`config.mk`:
```
export PLATFORM = sky130hd
export DESIGN_NAME = adc_code_to_voltage_text
export DESIGN_NICKNAME = d
export VERILOG_FILES = /design/src/rtl/acvt_pkg.sv /design/src/rtl/acvt_front.sv /design/src/rtl/acvt_queue.sv /design/src/rtl/acvt_back.sv /design/src/rtl/adc_code_to_voltage_text.sv
export SDC_FILE = /design/constraint.sdc
export NUM_CORES = 1
export LEC_CHECK = 0
export ABC_AREA = 0
export BUFFER_PORTS_ARGS = -buffer_cell sky130_fd_sc_hd__buf_2
export CELL_PAD_IN_SITES_DETAIL_PLACEMENT = 1
export CELL_PAD_IN_SITES_GLOBAL_PLACEMENT = 2
export CORE_AREA = 2 2 211 295
export CTS_CLUSTER_DIAMETER = 120
export DETAILED_ROUTE_END_ITERATION = 10
export DIE_AREA = 0 0 213 297
export PLACE_DENSITY = 0.81
export SYNTH_ARGS = -nofsm -noshare
export SYNTH_HDL_FRONTEND = slang
export SYNTH_SLANG_ARGS = --single-unit
```
`constraint.sdc`:
```
create_clock -name clock -period 9.25 [get_ports clock]
set_input_delay 1.85 -clock clock [delete_from_list [all_inputs] [get_ports clock]]
set_output_delay 1.85 -clock clock [all_outputs]
set_load 0.01 [all_outputs]
```
`src/rtl/acvt_pkg.sv`:
```
package acvt_pkg;

   // field widths
   localparam int ADC_W    = 12;
   localparam int MODE_W   = 2;
   localparam int MV_OUT_W = 12;
   localparam int TEXT_W   = 6;
   localparam int UNIT_W   = 7;

   // full scale voltage in millivolts
   localparam int FULL_SCALE_MV = 3300;

   // internal widths derived from the full scale voltage
   localparam int MV_W        = $clog2(FULL_SCALE_MV + 1);
   localparam int P_W         = ADC_W + $clog2(FULL_SCALE_MV + 1);
   localparam int RECIP_SHIFT = P_W;
   localparam int WIDE_W      = 2 * P_W;

   // converter resolution codes
   typedef enum logic [MODE_W-1:0] {
      MODE_6BIT  = 2'd0,
      MODE_8BIT  = 2'd1,
      MODE_10BIT = 2'd2,
      MODE_12BIT = 2'd3
   } acvt_mode_type;

   // full scale codes
   localparam logic [ADC_W-1:0] FS_6BIT  = 12'h03F;
   localparam logic [ADC_W-1:0] FS_8BIT  = 12'h0FF;
   localparam logic [ADC_W-1:0] FS_10BIT = 12'h3FF;
   localparam logic [ADC_W-1:0] FS_12BIT = 12'hFFF;

   // truncated reciprocals of the full scale codes, scaled by 2^RECIP_SHIFT
   localparam logic [P_W-1:0] RECIP_6BIT  = P_W'((64'd1 << RECIP_SHIFT) / 64'd63);
   localparam logic [P_W-1:0] RECIP_8BIT  = P_W'((64'd1 << RECIP_SHIFT) / 64'd255);
   localparam logic [P_W-1:0] RECIP_10BIT = P_W'((64'd1 << RECIP_SHIFT) / 64'd1023);
   localparam logic [P_W-1:0] RECIP_12BIT = P_W'((64'd1 << RECIP_SHIFT) / 64'd4095);

   // decimal digit extraction, exact for values below 10000
   localparam int              DIG_W        = 14;
   localparam int              DIG_PROD_W   = 30;
   localparam logic [15:0]     DIV1000_MUL  = 16'd16778;
   localparam int              DIV1000_SH   = 24;
   localparam logic [15:0]     DIV100_MUL   = 16'd5243;
   localparam int              DIV100_SH    = 19;
   localparam logic [15:0]     DIV10_MUL    = 16'd52429;
   localparam int              DIV10_SH     = 19;

   // ascii codes
   localparam logic [TEXT_W-1:0] DIGIT_CHAR_BASE = 6'h30;
   localparam logic [TEXT_W-1:0] ASCII_POINT     = 6'h2E;
   localparam logic [UNIT_W-1:0] ASCII_V         = 7'h56;

   // queue between front and back
   localparam int QUEUE_DEPTH = 4;
   localparam int QPTR_W      = $clog2(QUEUE_DEPTH);
   localparam int QCNT_W      = $clog2(QUEUE_DEPTH + 1);

   // one classified transaction
   typedef struct packed {
      logic [ADC_W-1:0] code;
      acvt_mode_type    mode;
      logic             sat;
   } acvt_item_type;

   function automatic logic [ADC_W-1:0] full_scale(input acvt_mode_type mode);
      logic [ADC_W-1:0] fs;
      case (mode)
         MODE_6BIT:  fs = FS_6BIT;
         MODE_8BIT:  fs = FS_8BIT;
         MODE_10BIT: fs = FS_10BIT;
         MODE_12BIT: fs = FS_12BIT;
         default:    fs = FS_6BIT;
      endcase
      return fs;
   endfunction

   function automatic logic [P_W-1:0] recip(input acvt_mode_type mode);
      logic [P_W-1:0] r;
      case (mode)
         MODE_6BIT:  r = RECIP_6BIT;
         MODE_8BIT:  r = RECIP_8BIT;
         MODE_10BIT: r = RECIP_10BIT;
         MODE_12BIT: r = RECIP_12BIT;
         default:    r = RECIP_6BIT;
      endcase
      return r;
   endfunction

endpackage

```
`src/rtl/acvt_front.sv`:
```
module acvt_front (
   input  logic                  clock,
   input  logic                  reset,
   input  logic                  push,
   output logic                  full,
   input  logic [11:0]           req_adc_code,
   input  logic                  csr_write_enable,
   input  logic [1:0]            csr_write_data,
   input  logic                  q_full,
   output logic                  q_push,
   output acvt_pkg::acvt_item_type q_item
);
   import acvt_pkg::*;

   acvt_mode_type    resolution_mode_ff;
   acvt_mode_type    resolution_mode_in;
   logic [ADC_W-1:0] fs;

   // resolution register
   always_comb begin
      resolution_mode_in = resolution_mode_ff;
      if (csr_write_enable) begin
         resolution_mode_in = acvt_mode_type'(csr_write_data);
      end
   end

   always_ff @(posedge clock) begin
      if (reset) begin
         resolution_mode_ff <= MODE_6BIT;
      end else begin
         resolution_mode_ff <= resolution_mode_in;
      end
   end

   // classify: tag with resolution and flag codes above full scale
   always_comb begin
      fs          = full_scale(resolution_mode_ff);
      q_item.code = req_adc_code;
      q_item.mode = resolution_mode_ff;
      q_item.sat  = (req_adc_code > fs);
   end

   assign full   = q_full;
   assign q_push = push && !q_full;

endmodule

```
`src/rtl/acvt_queue.sv`:
```
module acvt_queue (
   input  logic                    clock,
   input  logic                    reset,
   input  logic                    wr_en,
   input  acvt_pkg::acvt_item_type wr_item,
   output logic                    q_full,
   output logic                    q_valid,
   output acvt_pkg::acvt_item_type rd_item,
   input  logic                    rd_en
);
   import acvt_pkg::*;

   acvt_item_type     mem_ff [QUEUE_DEPTH];
   logic [QPTR_W-1:0] wr_ptr_ff, wr_ptr_in;
   logic [QPTR_W-1:0] rd_ptr_ff, rd_ptr_in;
   logic [QCNT_W-1:0] count_ff, count_in;
   logic              do_wr;
   logic              do_rd;

   assign q_full  = (count_ff == QCNT_W'(QUEUE_DEPTH));
   assign q_valid = (count_ff != '0);
   assign do_wr   = wr_en && !q_full;
   assign do_rd   = rd_en && q_valid;
   assign rd_item = mem_ff[rd_ptr_ff];

   // pointer and count update
   always_comb begin
      wr_ptr_in = wr_ptr_ff;
      rd_ptr_in = rd_ptr_ff;
      count_in  = count_ff;
      if (do_wr) begin
         wr_ptr_in = (wr_ptr_ff == QPTR_W'(QUEUE_DEPTH - 1)) ? '0 : wr_ptr_ff + 1'b1;
      end
      if (do_rd) begin
         rd_ptr_in = (rd_ptr_ff == QPTR_W'(QUEUE_DEPTH - 1)) ? '0 : rd_ptr_ff + 1'b1;
      end
      if (do_wr && !do_rd) begin
         count_in = count_ff + 1'b1;
      end else if (do_rd && !do_wr) begin
         count_in = count_ff - 1'b1;
      end
   end

   always_ff @(posedge clock) begin
      if (reset) begin
         wr_ptr_ff <= '0;
         rd_ptr_ff <= '0;
         count_ff  <= '0;
      end else begin
         wr_ptr_ff <= wr_ptr_in;
         rd_ptr_ff <= rd_ptr_in;
         count_ff  <= count_in;
      end
   end

   // storage
   always_ff @(posedge clock) begin
      if (do_wr) begin
         mem_ff[wr_ptr_ff] <= wr_item;
      end
   end

   a_count_bound: assert property (@(posedge clock) disable iff (reset)
      count_ff <= QCNT_W'(QUEUE_DEPTH))
      else $error("queue count above depth");

   a_count_up: assert property (@(posedge clock) disable iff (reset)
      (wr_en && !q_full && !(rd_en && q_valid)) |=> (count_ff == $past(count_ff) + 1'b1))
      else $error("queue count missed a write");

   a_empty_ptrs: assert property (@(posedge clock) disable iff (reset)
      (count_ff == '0) |-> (wr_ptr_ff == rd_ptr_ff))
      else $error("queue pointers differ while empty");

endmodule

```
`src/rtl/acvt_back.sv`:
```
module acvt_back (
   input  logic                    clock,
   input  logic                    reset,
   input  logic                    q_valid,
   input  acvt_pkg::acvt_item_type q_item,
   output logic                    q_pop,
   output logic                    empty,
   input  logic                    pop,
   output logic [11:0]             rsp_millivolts,
   output logic [5:0]              rsp_text_volts_digit,
   output logic [5:0]              rsp_text_point,
   output logic [5:0]              rsp_text_tenths,
   output logic [5:0]              rsp_text_hundredths,
   output logic [5:0]              rsp_text_thousandths,
   output logic [6:0]              rsp_text_unit
);
   import acvt_pkg::*;

   // stage valids and ready chain
   logic v1_ff, v2_ff, v3_ff, v4_ff, v5_ff;
   logic v1_in, v2_in, v3_in, v4_in, v5_in;
   logic rdy1, rdy2, rdy3, rdy4, rdy5;

   // stage 1: product
   logic [P_W-1:0]    p1_ff, p1_in;
   acvt_mode_type     m1_ff;
   logic              s1_ff;
   // stage 2: reciprocal estimate
   logic [P_W-1:0]    p2_ff;
   acvt_mode_type     m2_ff;
   logic              s2_ff;
   logic [MV_W-1:0]   q2_ff, q2_in;
   logic [WIDE_W-1:0] wide2;
   // stage 3: corrected quotient
   logic [MV_W-1:0]   mv3_ff, mv3_in;
   logic [P_W-1:0]    rem3;
   logic [ADC_W-1:0]  fs3;
   // stage 4: decimal quotients
   logic [DIG_W-1:0]      x4_ff, x4_in;
   logic [3:0]            th4_ff, th4_in;
   logic [6:0]            hq4_ff, hq4_in;
   logic [9:0]            tq4_ff, tq4_in;
   logic [DIG_PROD_W-1:0] prod1000, prod100, prod10;
   // stage 5: result register
   logic [MV_OUT_W-1:0] mv5_ff, mv5_in;
   logic [TEXT_W-1:0]   th5_ff, th5_in;
   logic [TEXT_W-1:0]   h5_ff, h5_in;
   logic [TEXT_W-1:0]   t5_ff, t5_in;
   logic [TEXT_W-1:0]   u5_ff, u5_in;
   logic [6:0]          h_full;
   logic [9:0]          t_full;
   logic [DIG_W-1:0]    u_full;

   // a stage takes new data when it is empty or its content moves on
   assign rdy5  = !v5_ff || pop;
   assign rdy4  = !v4_ff || rdy5;
   assign rdy3  = !v3_ff || rdy4;
   assign rdy2  = !v2_ff || rdy3;
   assign rdy1  = !v1_ff || rdy2;
   assign q_pop = q_valid && rdy1;

   always_comb begin
      v1_in = rdy1 ? q_valid : v1_ff;
      v2_in = rdy2 ? v1_ff   : v2_ff;
      v3_in = rdy3 ? v2_ff   : v3_ff;
      v4_in = rdy4 ? v3_ff   : v4_ff;
      v5_in = rdy5 ? v4_ff   : v5_ff;
   end

   always_ff @(posedge clock) begin
      if (reset) begin
         v1_ff <= 1'b0;
         v2_ff <= 1'b0;
         v3_ff <= 1'b0;
         v4_ff <= 1'b0;
         v5_ff <= 1'b0;
      end else begin
         v1_ff <= v1_in;
         v2_ff <= v2_in;
         v3_ff <= v3_in;
         v4_ff <= v4_in;
         v5_ff <= v5_in;
      end
   end

   // stage 1: code times full scale millivolts
   assign p1_in = P_W'(q_item.code) * P_W'(FULL_SCALE_MV);

   always_ff @(posedge clock) begin
      if (rdy1 && q_valid) begin
         p1_ff <= p1_in;
         m1_ff <= q_item.mode;
         s1_ff <= q_item.sat;
      end
   end

   // stage 2: quotient estimate from truncated reciprocal, low by at most one
   assign wide2 = WIDE_W'(p1_ff) * WIDE_W'(recip(m1_ff));
   assign q2_in = wide2[RECIP_SHIFT +: MV_W];

   always_ff @(posedge clock) begin
      if (rdy2 && v1_ff) begin
         p2_ff <= p1_ff;
         m2_ff <= m1_ff;
         s2_ff <= s1_ff;
         q2_ff <= q2_in;
      end
   end

   // stage 3: remainder check and saturation
   always_comb begin
      fs3  = full_scale(m2_ff);
      rem3 = p2_ff - P_W'(q2_ff) * P_W'(fs3);
      if (s2_ff) begin
         mv3_in = MV_W'(FULL_SCALE_MV);
      end else if (rem3 >= P_W'(fs3)) begin
         mv3_in = q2_ff + 1'b1;
      end else begin
         mv3_in = q2_ff;
      end
   end

   always_ff @(posedge clock) begin
      if (rdy3 && v2_ff) begin
         mv3_ff <= mv3_in;
      end
   end

   // stage 4: value over 1000, 100 and 10 by reciprocal multiply
   always_comb begin
      x4_in    = DIG_W'(mv3_ff);
      prod1000 = DIG_PROD_W'(x4_in) * DIG_PROD_W'(DIV1000_MUL);
      prod100  = DIG_PROD_W'(x4_in) * DIG_PROD_W'(DIV100_MUL);
      prod10   = DIG_PROD_W'(x4_in) * DIG_PROD_W'(DIV10_MUL);
      th4_in   = prod1000[DIV1000_SH +: 4];
      hq4_in   = prod100[DIV100_SH +: 7];
      tq4_in   = prod10[DIV10_SH +: 10];
   end

   always_ff @(posedge clock) begin
      if (rdy4 && v3_ff) begin
         x4_ff  <= x4_in;
         th4_ff <= th4_in;
         hq4_ff <= hq4_in;
         tq4_ff <= tq4_in;
      end
   end

   // stage 5: digits as remainders, then ascii
   always_comb begin
      h_full = hq4_ff - 7'(th4_ff) * 7'd10;
      t_full = tq4_ff - 10'(hq4_ff) * 10'd10;
      u_full = x4_ff - DIG_W'(tq4_ff) * DIG_W'(10);
      mv5_in = MV_OUT_W'(x4_ff);
      th5_in = DIGIT_CHAR_BASE + TEXT_W'(th4_ff);
      h5_in  = DIGIT_CHAR_BASE + TEXT_W'(h_full[3:0]);
      t5_in  = DIGIT_CHAR_BASE + TEXT_W'(t_full[3:0]);
      u5_in  = DIGIT_CHAR_BASE + TEXT_W'(u_full[3:0]);
   end

   always_ff @(posedge clock) begin
      if (rdy5 && v4_ff) begin
         mv5_ff <= mv5_in;
         th5_ff <= th5_in;
         h5_ff  <= h5_in;
         t5_ff  <= t5_in;
         u5_ff  <= u5_in;
      end
   end

   // result ports
   assign empty                = !v5_ff;
   assign rsp_millivolts       = mv5_ff;
   assign rsp_text_volts_digit = th5_ff;
   assign rsp_text_point       = ASCII_POINT;
   assign rsp_text_tenths      = h5_ff;
   assign rsp_text_hundredths  = t5_ff;
   assign rsp_text_thousandths = u5_ff;
   assign rsp_text_unit        = ASCII_V;

   a_pop_needs_item: assert property (@(posedge clock) disable iff (reset)
      q_pop |-> q_valid)
      else $error("queue popped while empty");

   a_mv_bound: assert property (@(posedge clock) disable iff (reset)
      v3_ff |-> (mv3_ff <= MV_W'(FULL_SCALE_MV)))
      else $error("scaled value above full scale");

   a_digits_ascii: assert property (@(posedge clock) disable iff (reset)
      v5_ff |-> ((th5_ff >= DIGIT_CHAR_BASE) && (th5_ff <= DIGIT_CHAR_BASE + 6'd9) &&
                 (h5_ff >= DIGIT_CHAR_BASE) && (h5_ff <= DIGIT_CHAR_BASE + 6'd9) &&
                 (t5_ff >= DIGIT_CHAR_BASE) && (t5_ff <= DIGIT_CHAR_BASE + 6'd9) &&
                 (u5_ff >= DIGIT_CHAR_BASE) && (u5_ff <= DIGIT_CHAR_BASE + 6'd9)))
      else $error("digit outside ascii 0 to 9");

endmodule

```
`src/rtl/adc_code_to_voltage_text.sv`:
```
// channel    direction  handshake          payload
// req        in         push / full        req_adc_code
// rsp        out        empty / pop        rsp_millivolts, rsp_text_*
// csr        in         csr_write_enable   csr_write_data (resolution)
//
// one transaction per cycle sustained while results are popped; an accepted code passes
// through a four-entry queue and then the five-stage back pipeline (two multiplies,
// correction, decimal split, result register)
// reset clears the queue and pipeline and selects 6 bit resolution
// a stalled result holds the pipeline; full rises once the queue also fills
module adc_code_to_voltage_text (
   input  logic        clock,
   input  logic        reset,
   input  logic        push,
   output logic        full,
   input  logic [11:0] req_adc_code,
   output logic        empty,
   input  logic        pop,
   output logic [11:0] rsp_millivolts,
   output logic [5:0]  rsp_text_volts_digit,
   output logic [5:0]  rsp_text_point,
   output logic [5:0]  rsp_text_tenths,
   output logic [5:0]  rsp_text_hundredths,
   output logic [5:0]  rsp_text_thousandths,
   output logic [6:0]  rsp_text_unit,
   input  logic        csr_write_enable,
   input  logic [1:0]  csr_write_data
);
   import acvt_pkg::*;

   logic          q_full;
   logic          q_push;
   logic          q_valid;
   logic          q_pop;
   acvt_item_type wr_item;
   acvt_item_type rd_item;

   // front: accept and classify
   acvt_front u_front (
      .clock            (clock),
      .reset            (reset),
      .push             (push),
      .full             (full),
      .req_adc_code     (req_adc_code),
      .csr_write_enable (csr_write_enable),
      .csr_write_data   (csr_write_data),
      .q_full           (q_full),
      .q_push           (q_push),
      .q_item           (wr_item)
   );

   // queue between front and back
   acvt_queue u_queue (
      .clock   (clock),
      .reset   (reset),
      .wr_en   (q_push),
      .wr_item (wr_item),
      .q_full  (q_full),
      .q_valid (q_valid),
      .rd_item (rd_item),
      .rd_en   (q_pop)
   );

   // back: scale and format
   acvt_back u_back (
      .clock                (clock),
      .reset                (reset),
      .q_valid              (q_valid),
      .q_item               (rd_item),
      .q_pop                (q_pop),
      .empty                (empty),
      .pop                  (pop),
      .rsp_millivolts       (rsp_millivolts),
      .rsp_text_volts_digit (rsp_text_volts_digit),
      .rsp_text_point       (rsp_text_point),
      .rsp_text_tenths      (rsp_text_tenths),
      .rsp_text_hundredths  (rsp_text_hundredths),
      .rsp_text_thousandths (rsp_text_thousandths),
      .rsp_text_unit        (rsp_text_unit)
   );

endmodule
```
Word level (Yosys, flattened, before mapping)
Memory sizes are Yosys's and may differ from the RTL's. A register that Yosys moved wholly into a read port is not among the register bits.
Index checks and enable logic that the tools add are counted.
Word-level totals
  bits of input ports: 19
  register bits after elaboration: 154
  RAM bits: 60
  logic and storage cells: 103
  memories: 1
  output and inout port bits: 51
Memory list
  u_queue.mem_ff: depth 4, width 15, rd ports 1, clocked after Yosys merged registers in 1, write ports 1, line acvt_queue.sv:13  | acvt_item_type mem_ff [QUEUE_DEPTH];
Operators by class
  add/sub/neg operators: 13
  reductions and logical operators: 28
  mux-type cells: 12
  $mul: 9
  magnitude comparators: 2
  eq/ne operators: 12
Operators with widths (count)
  $pmux 12 s4: 2
  $pmux 24 s4: 1
  $mul 22x24->34: 1
  $mul 12x16->28 const B: 1
  $mul 12x14->26 const B: 1
  $mul 12x13->25 const B: 1
  $ge 24x12->1: 1
  $mul 12x12->24: 1
  $sub 24x24->24: 1
  $mul 12x10->22 const B: 1
  $add 5x5->6 const A: 3
  $eq 2x2->1 const B: 8
  $add 12x1->12 const B: 1
  $gt 12x12->1: 1
  $mux 12: 1
  $sub 4x4->4: 3
  $logic_and 1x1->1: 10
  $mul 9x3->3 const B: 1
  $logic_not 1->1: 8
  $mux 2: 4
  $add 5x4->6 const A: 1
  $eq 2x1->1 const B: 3
  $logic_not 2->1: 3
  $mul 6x3->3 const B: 1
  10 further kinds: 17

Longest topological paths before layout
  depth after elaboration: 11
  mapped depth: 34
  gate-level depth less buffers: 30

By module
Synthesis repeated with hierarchy kept, for this count alone.
Unflattened totals
  cells, all modules: 2442
  area total of the unflattened synthesis: 26543.0 µm²
By module, submodules not included
  acvt_back: seq. area each 3793.6 µm², instances 1, cells each 2275, area an instance 23545.1 µm²
  acvt_queue: seq. area each 1981.9 µm², instances 1, cells each 128, area an instance 2681.3 µm²
  acvt_front: seq. area each 40.0 µm², instances 1, cells each 39, area an instance 316.6 µm²

Least setup slack after synthesis
OpenSTA, ideal clock, no wires.
  kind: register to register
  start: register u_back.m2_ff[1]
  end: register u_back.mv3_ff[2], data pin
  arrival: 7.210 ns
  required time: 8.984 ns
  path buffers: 4
  slack: 1.774 ns
  setup time: 0.266 ns
  stages on the path, launching flop included: 32
  clock period less this slack: 7.476 ns
  path through: edfxtp_1 -> buf_2 -> or2_2 -> clkbuf_1 -> inv_1 -> nor2_1 -> fa_1 -> fa_1 -> inv_1 -> fa_1 -> fa_1 -> inv_1 -> fa_1 -> inv_1 -> ha_1 -> and3_1 -> and2_1 -> o21ai_1 -> and3b_1 -> clkbuf_1 -> xnor2_1 -> ha_1 -> a2111oi_2 -> nand4b_1 -> nor4b_1 -> nand4_1 -> a2111oi_2 -> nand4_1 -> and4bb_1 -> buf_4 -> nor3_1 -> or3b_1
On the way
  word-level cells in the longest chain between the ends: 6
  elaborated cells between the ends (all ways): 9
  classes of those cells: add/sub: 1; mul: 1; order compare: 1; eq/ne: 3; mux: 2; reduce/logical: 1
RTL lines
  from (decl): line acvt_back.sv:30  | acvt_mode_type m2_ff;
  from (signal assigned): line acvt_back.sv:104  | m2_ff <= m1_ff;
  $eq 2x2->1 (tied with other cells): line acvt_pkg.sv:68  | case (mode)
  $pmux 12 s4 *: line acvt_pkg.sv:68
  $mul 12x12->24: line acvt_back.sv:113  | rem3 = p2_ff - P_W'(q2_ff) * P_W'(fs3);
  $sub 24x24->24: line acvt_back.sv:113
  $ge 24x12->1 *: line acvt_back.sv:116  | end else if (rem3 >= P_W'(fs3)) begin
  $mux 12 *: line acvt_back.sv:116
  to (signal assigned): line acvt_back.sv:125  | mv3_ff <= mv3_in;
  to (decl): line acvt_back.sv:35  | logic [MV_W-1:0] mv3_ff, mv3_in;
Mark *: on every way between the ends. The rest lies on a longest branch, timed or not. The select of a mux whose other input is x is not followed.
A chain may end at the register's enable or synchronous reset.

Worst setup path in the final report
  start: register u_back.m2_ff[1]
  end: register u_back.mv3_ff[6], data pin
The elaborated chain is that of the path after synthesis.

==> metrics.csv <==
metric,value,unit
status,completed,
Least-Margin Pin Slew,1.06,ns
Die Area,63300,µm²
area of the multi-input gates,18200,µm²
port bufs,47,
final setup TNS,0,ns
initial antenna violation count,0,
worst hold path class,flip-flop to flip-flop,
crit path max-delay cell type,and4bb_1,
Post-synth EDFFs,183,
Mapped Area,26400,µm²
1st-pass router iterations,4,
clock insertion delay at the later pin of the skew report,0.49,ns
post-CTS setup buffer count,0,
Max Fclk,0.115,GHz
Synth area leaders,"fa_1, ha_1, edfxtp_1, inv_1, xnor2_1",
post-CTS sizing,0,
Tmin final,8.73,ns
GRT Total Usage,22.4,%
NumNets Final,3343,
CTS Root Cell,clkbuf_16,
Die Ht,297,µm
main combinational cell family by area after synthesis,adder cells,
final setup vio count,0,
Worst Path Max Fanout,20,
TritonCTS clock tree,done,
dpl hpwl,56700,µm
share of layout cells above drive strength 1,5.18,%
vias per inst,5.14,
class of the most critical setup path,flip-flop to flip-flop,
Avg WL per Cell,19.9,µm
synthesis-to-layout area growth,6.68,%
row cnt,107,
reg2reg setup slack,0.52,ns
YS warnings,0,
largest net degree at the start of global routing,38,
Final Routed Wirelength,65600,µm
"area leader, netlist",fa_1,
IO Pins,70,
period utilisation layout,94.4,%
"antenna viol nets, final",0,
# Max-Cap Violations,0,
sequential share of the synthesized area,22.0,%
Synth Area in Compound Gates,5.49,%
clock sinks,199,
Seq cells post-synth,199,
post-synth top area share,25.5,%
Worst EP arrival,8.97,ns
RSZ-0062 raised after global routing,false,
post-synthesis xor/xnor area fraction,2.85,%
slew margin rel.,29.1,%
Simple-Gate Fraction of Synth Area,7.75,%
Post-Syn Area per Cell,10.9,µm²
number of DRC violations after detailed-routing iteration 0,556,
Syn Inst Count,2421,
first-pass GRT wire length,107000,µm
Die W,213,µm
CTS Hold Buffers Added,0,
grt ovf,0,
most common cell in the synthesized netlist,inv_1,
clock skew,0.0187,ns
crit end category,flip-flop,
Clock Tree Buf Depth,2,
startpoint types,flip-flop,
multiplexer area fraction after synthesis,1.90,%
CP peak stage delay,0.81,ns
Post-Synth Adder-Cell Area,50.6,%
clock-pin slew on the worst setup and hold paths,0.09,ns
Seq. cell area,5820,µm²
Fillers,6634,
Vias,16900,
"top cells by count, synth","inv_1, ha_1, fa_1",
Worst Path Required,9.49,ns
CP dominant cell by count,fa_1,
vias in the first global route,19900,
H-tree levels,4,
Post-route DRC,0,
"Primary FF master, synth",edfxtp_1,
ANT cells,0,
Hold Fails Final Rpt,0,
Netlist cell types,70,
Initial Util,43.6,%
Placer Congestion,0.905,
Core Area,60600,µm²
fin. max-slew vios,0,
CTS buffer count,17,
"FFs w/ async S/R, synth",0,%
through the flow:
step | cell area (µm²) | setup slack (ns) | util (%) | instances | hold slack, ns
CTS | 28200 | 0.539 | 46.5 | 3288 | 0.428
finish | 28200 | 0.521 | 46.5 | 3288 | 0.425
detailed placement | 27500 | 0.557 | 45.4 | 3256 | 0.408
floorplan | 26500 | 1.77 | - | 2441 | 0.400
global route | 28200 | 0.104 | 46.5 | 3288 | 0.433
global placement | 27500 | 0.770 | 45.4 | 3256 | 0.407
cells by family after synthesis:
family / Yosys count
multiplexers: 31
AND/OR/NAND/NOR: 386
buffers and inverters: 637
XOR/XNOR: 86
other: 2
adder cells (fa/ha/maj): 866
flip-flops: 199
AO/OA/AOI/OAI: 214
critical path: cells and delay by family, from the launching register on:
kind / cells / cell delay [ns]
adder cells (fa/ha/maj): 7 / 3.06
AO/OA/AOI/OAI: 3 / 0.80
buffers and inverters: 4 / 0.35
AND/OR/NAND/NOR: 12 / 3.54
flip-flops: 1 / 0.62
XOR/XNOR: 1 / 0.10
cell type report:
| cell class | instances | area share (%) |
|---|---|---|
| flip-flops and latches | 199 | 20.6 |
| well taps | 817 | 3.63 |
| inverters | 581 | 7.74 |
| repair buffers | 54 | 1.02 |
| clock inverters | 15 | 0.874 |
| clock buffers | 17 | 1.51 |
| multi-input cells | 1605 | 64.6 |
layer usage:
metal  vias up  share of wire [%]  GRT usage, %
met4         0                3.9          9.01
met3       109                2.2          2.46
met5         -                  0             0
li1       7909                  -             -
met2       238                 56          43.2
met1      8644                 38          24.4
placed cells by master, fill, tap and decap left out, types with 16 or more instances in the layout:
cell / netlist / final
a21o_1: 25 / 25
a21oi_1: 61 / 60
and2_1: 70 / 70
buf_2: 3 / 47
clkbuf_16: 0 / 17
conb_1: 2 / 22
dfxtp_1: 16 / 16
edfxtp_1: 183 / 183
fa_1: 336 / 336
ha_1: 530 / 530
inv_1: 579 / 579
nand2_1: 62 / 62
nand3_1: 26 / 26
nor2_1: 83 / 83
nor2b_1: 48 / 45
nor3_1: 19 / 19
o21a_1: 16 / 16
o21ai_0: 34 / 34
xnor2_1: 64 / 64
xor2_1: 22 / 22
flip-flops by register name, indices dropped and copies added (netlist names), 2 cells and up, named ones only:
signal and cells:
u_back.hq4_ff 4, u_back.m1_ff 2, u_back.m2_ff 2, u_back.mv3_ff 12
u_back.p1_ff 22, u_back.p2_ff 22, u_back.q2_ff 12, u_back.rsp_millivolts 12
u_back.rsp_text_hundredths 4, u_back.rsp_text_tenths 4, u_back.rsp_text_thousandths 3, u_back.rsp_text_volts_digit 3
u_back.th4_ff 3, u_back.tq4_ff 4, u_back.x4_ff 12, u_front.resolution_mode_ff 2
u_queue.count_ff 3, u_queue.mem_ff 60, u_queue.rd_ptr_ff 2, u_queue.wr_ptr_ff 2
path summary, 6_finish.rpt:
path / from / cells past startpoint / endpoint
max: u_back.m2_ff[1] / 27 / u_back.mv3_ff[6]
min: u_back.x4_ff[6] / 0 / u_back.rsp_millivolts[6]
min reg2reg: u_back.x4_ff[6] / 0 / u_back.rsp_millivolts[6]
max reg2reg: u_back.m2_ff[1] / 27 / u_back.mv3_ff[6]
Power is not shown: default switching activity piles up to over one toggle a cycle in this logic, so the estimate is an artifact.
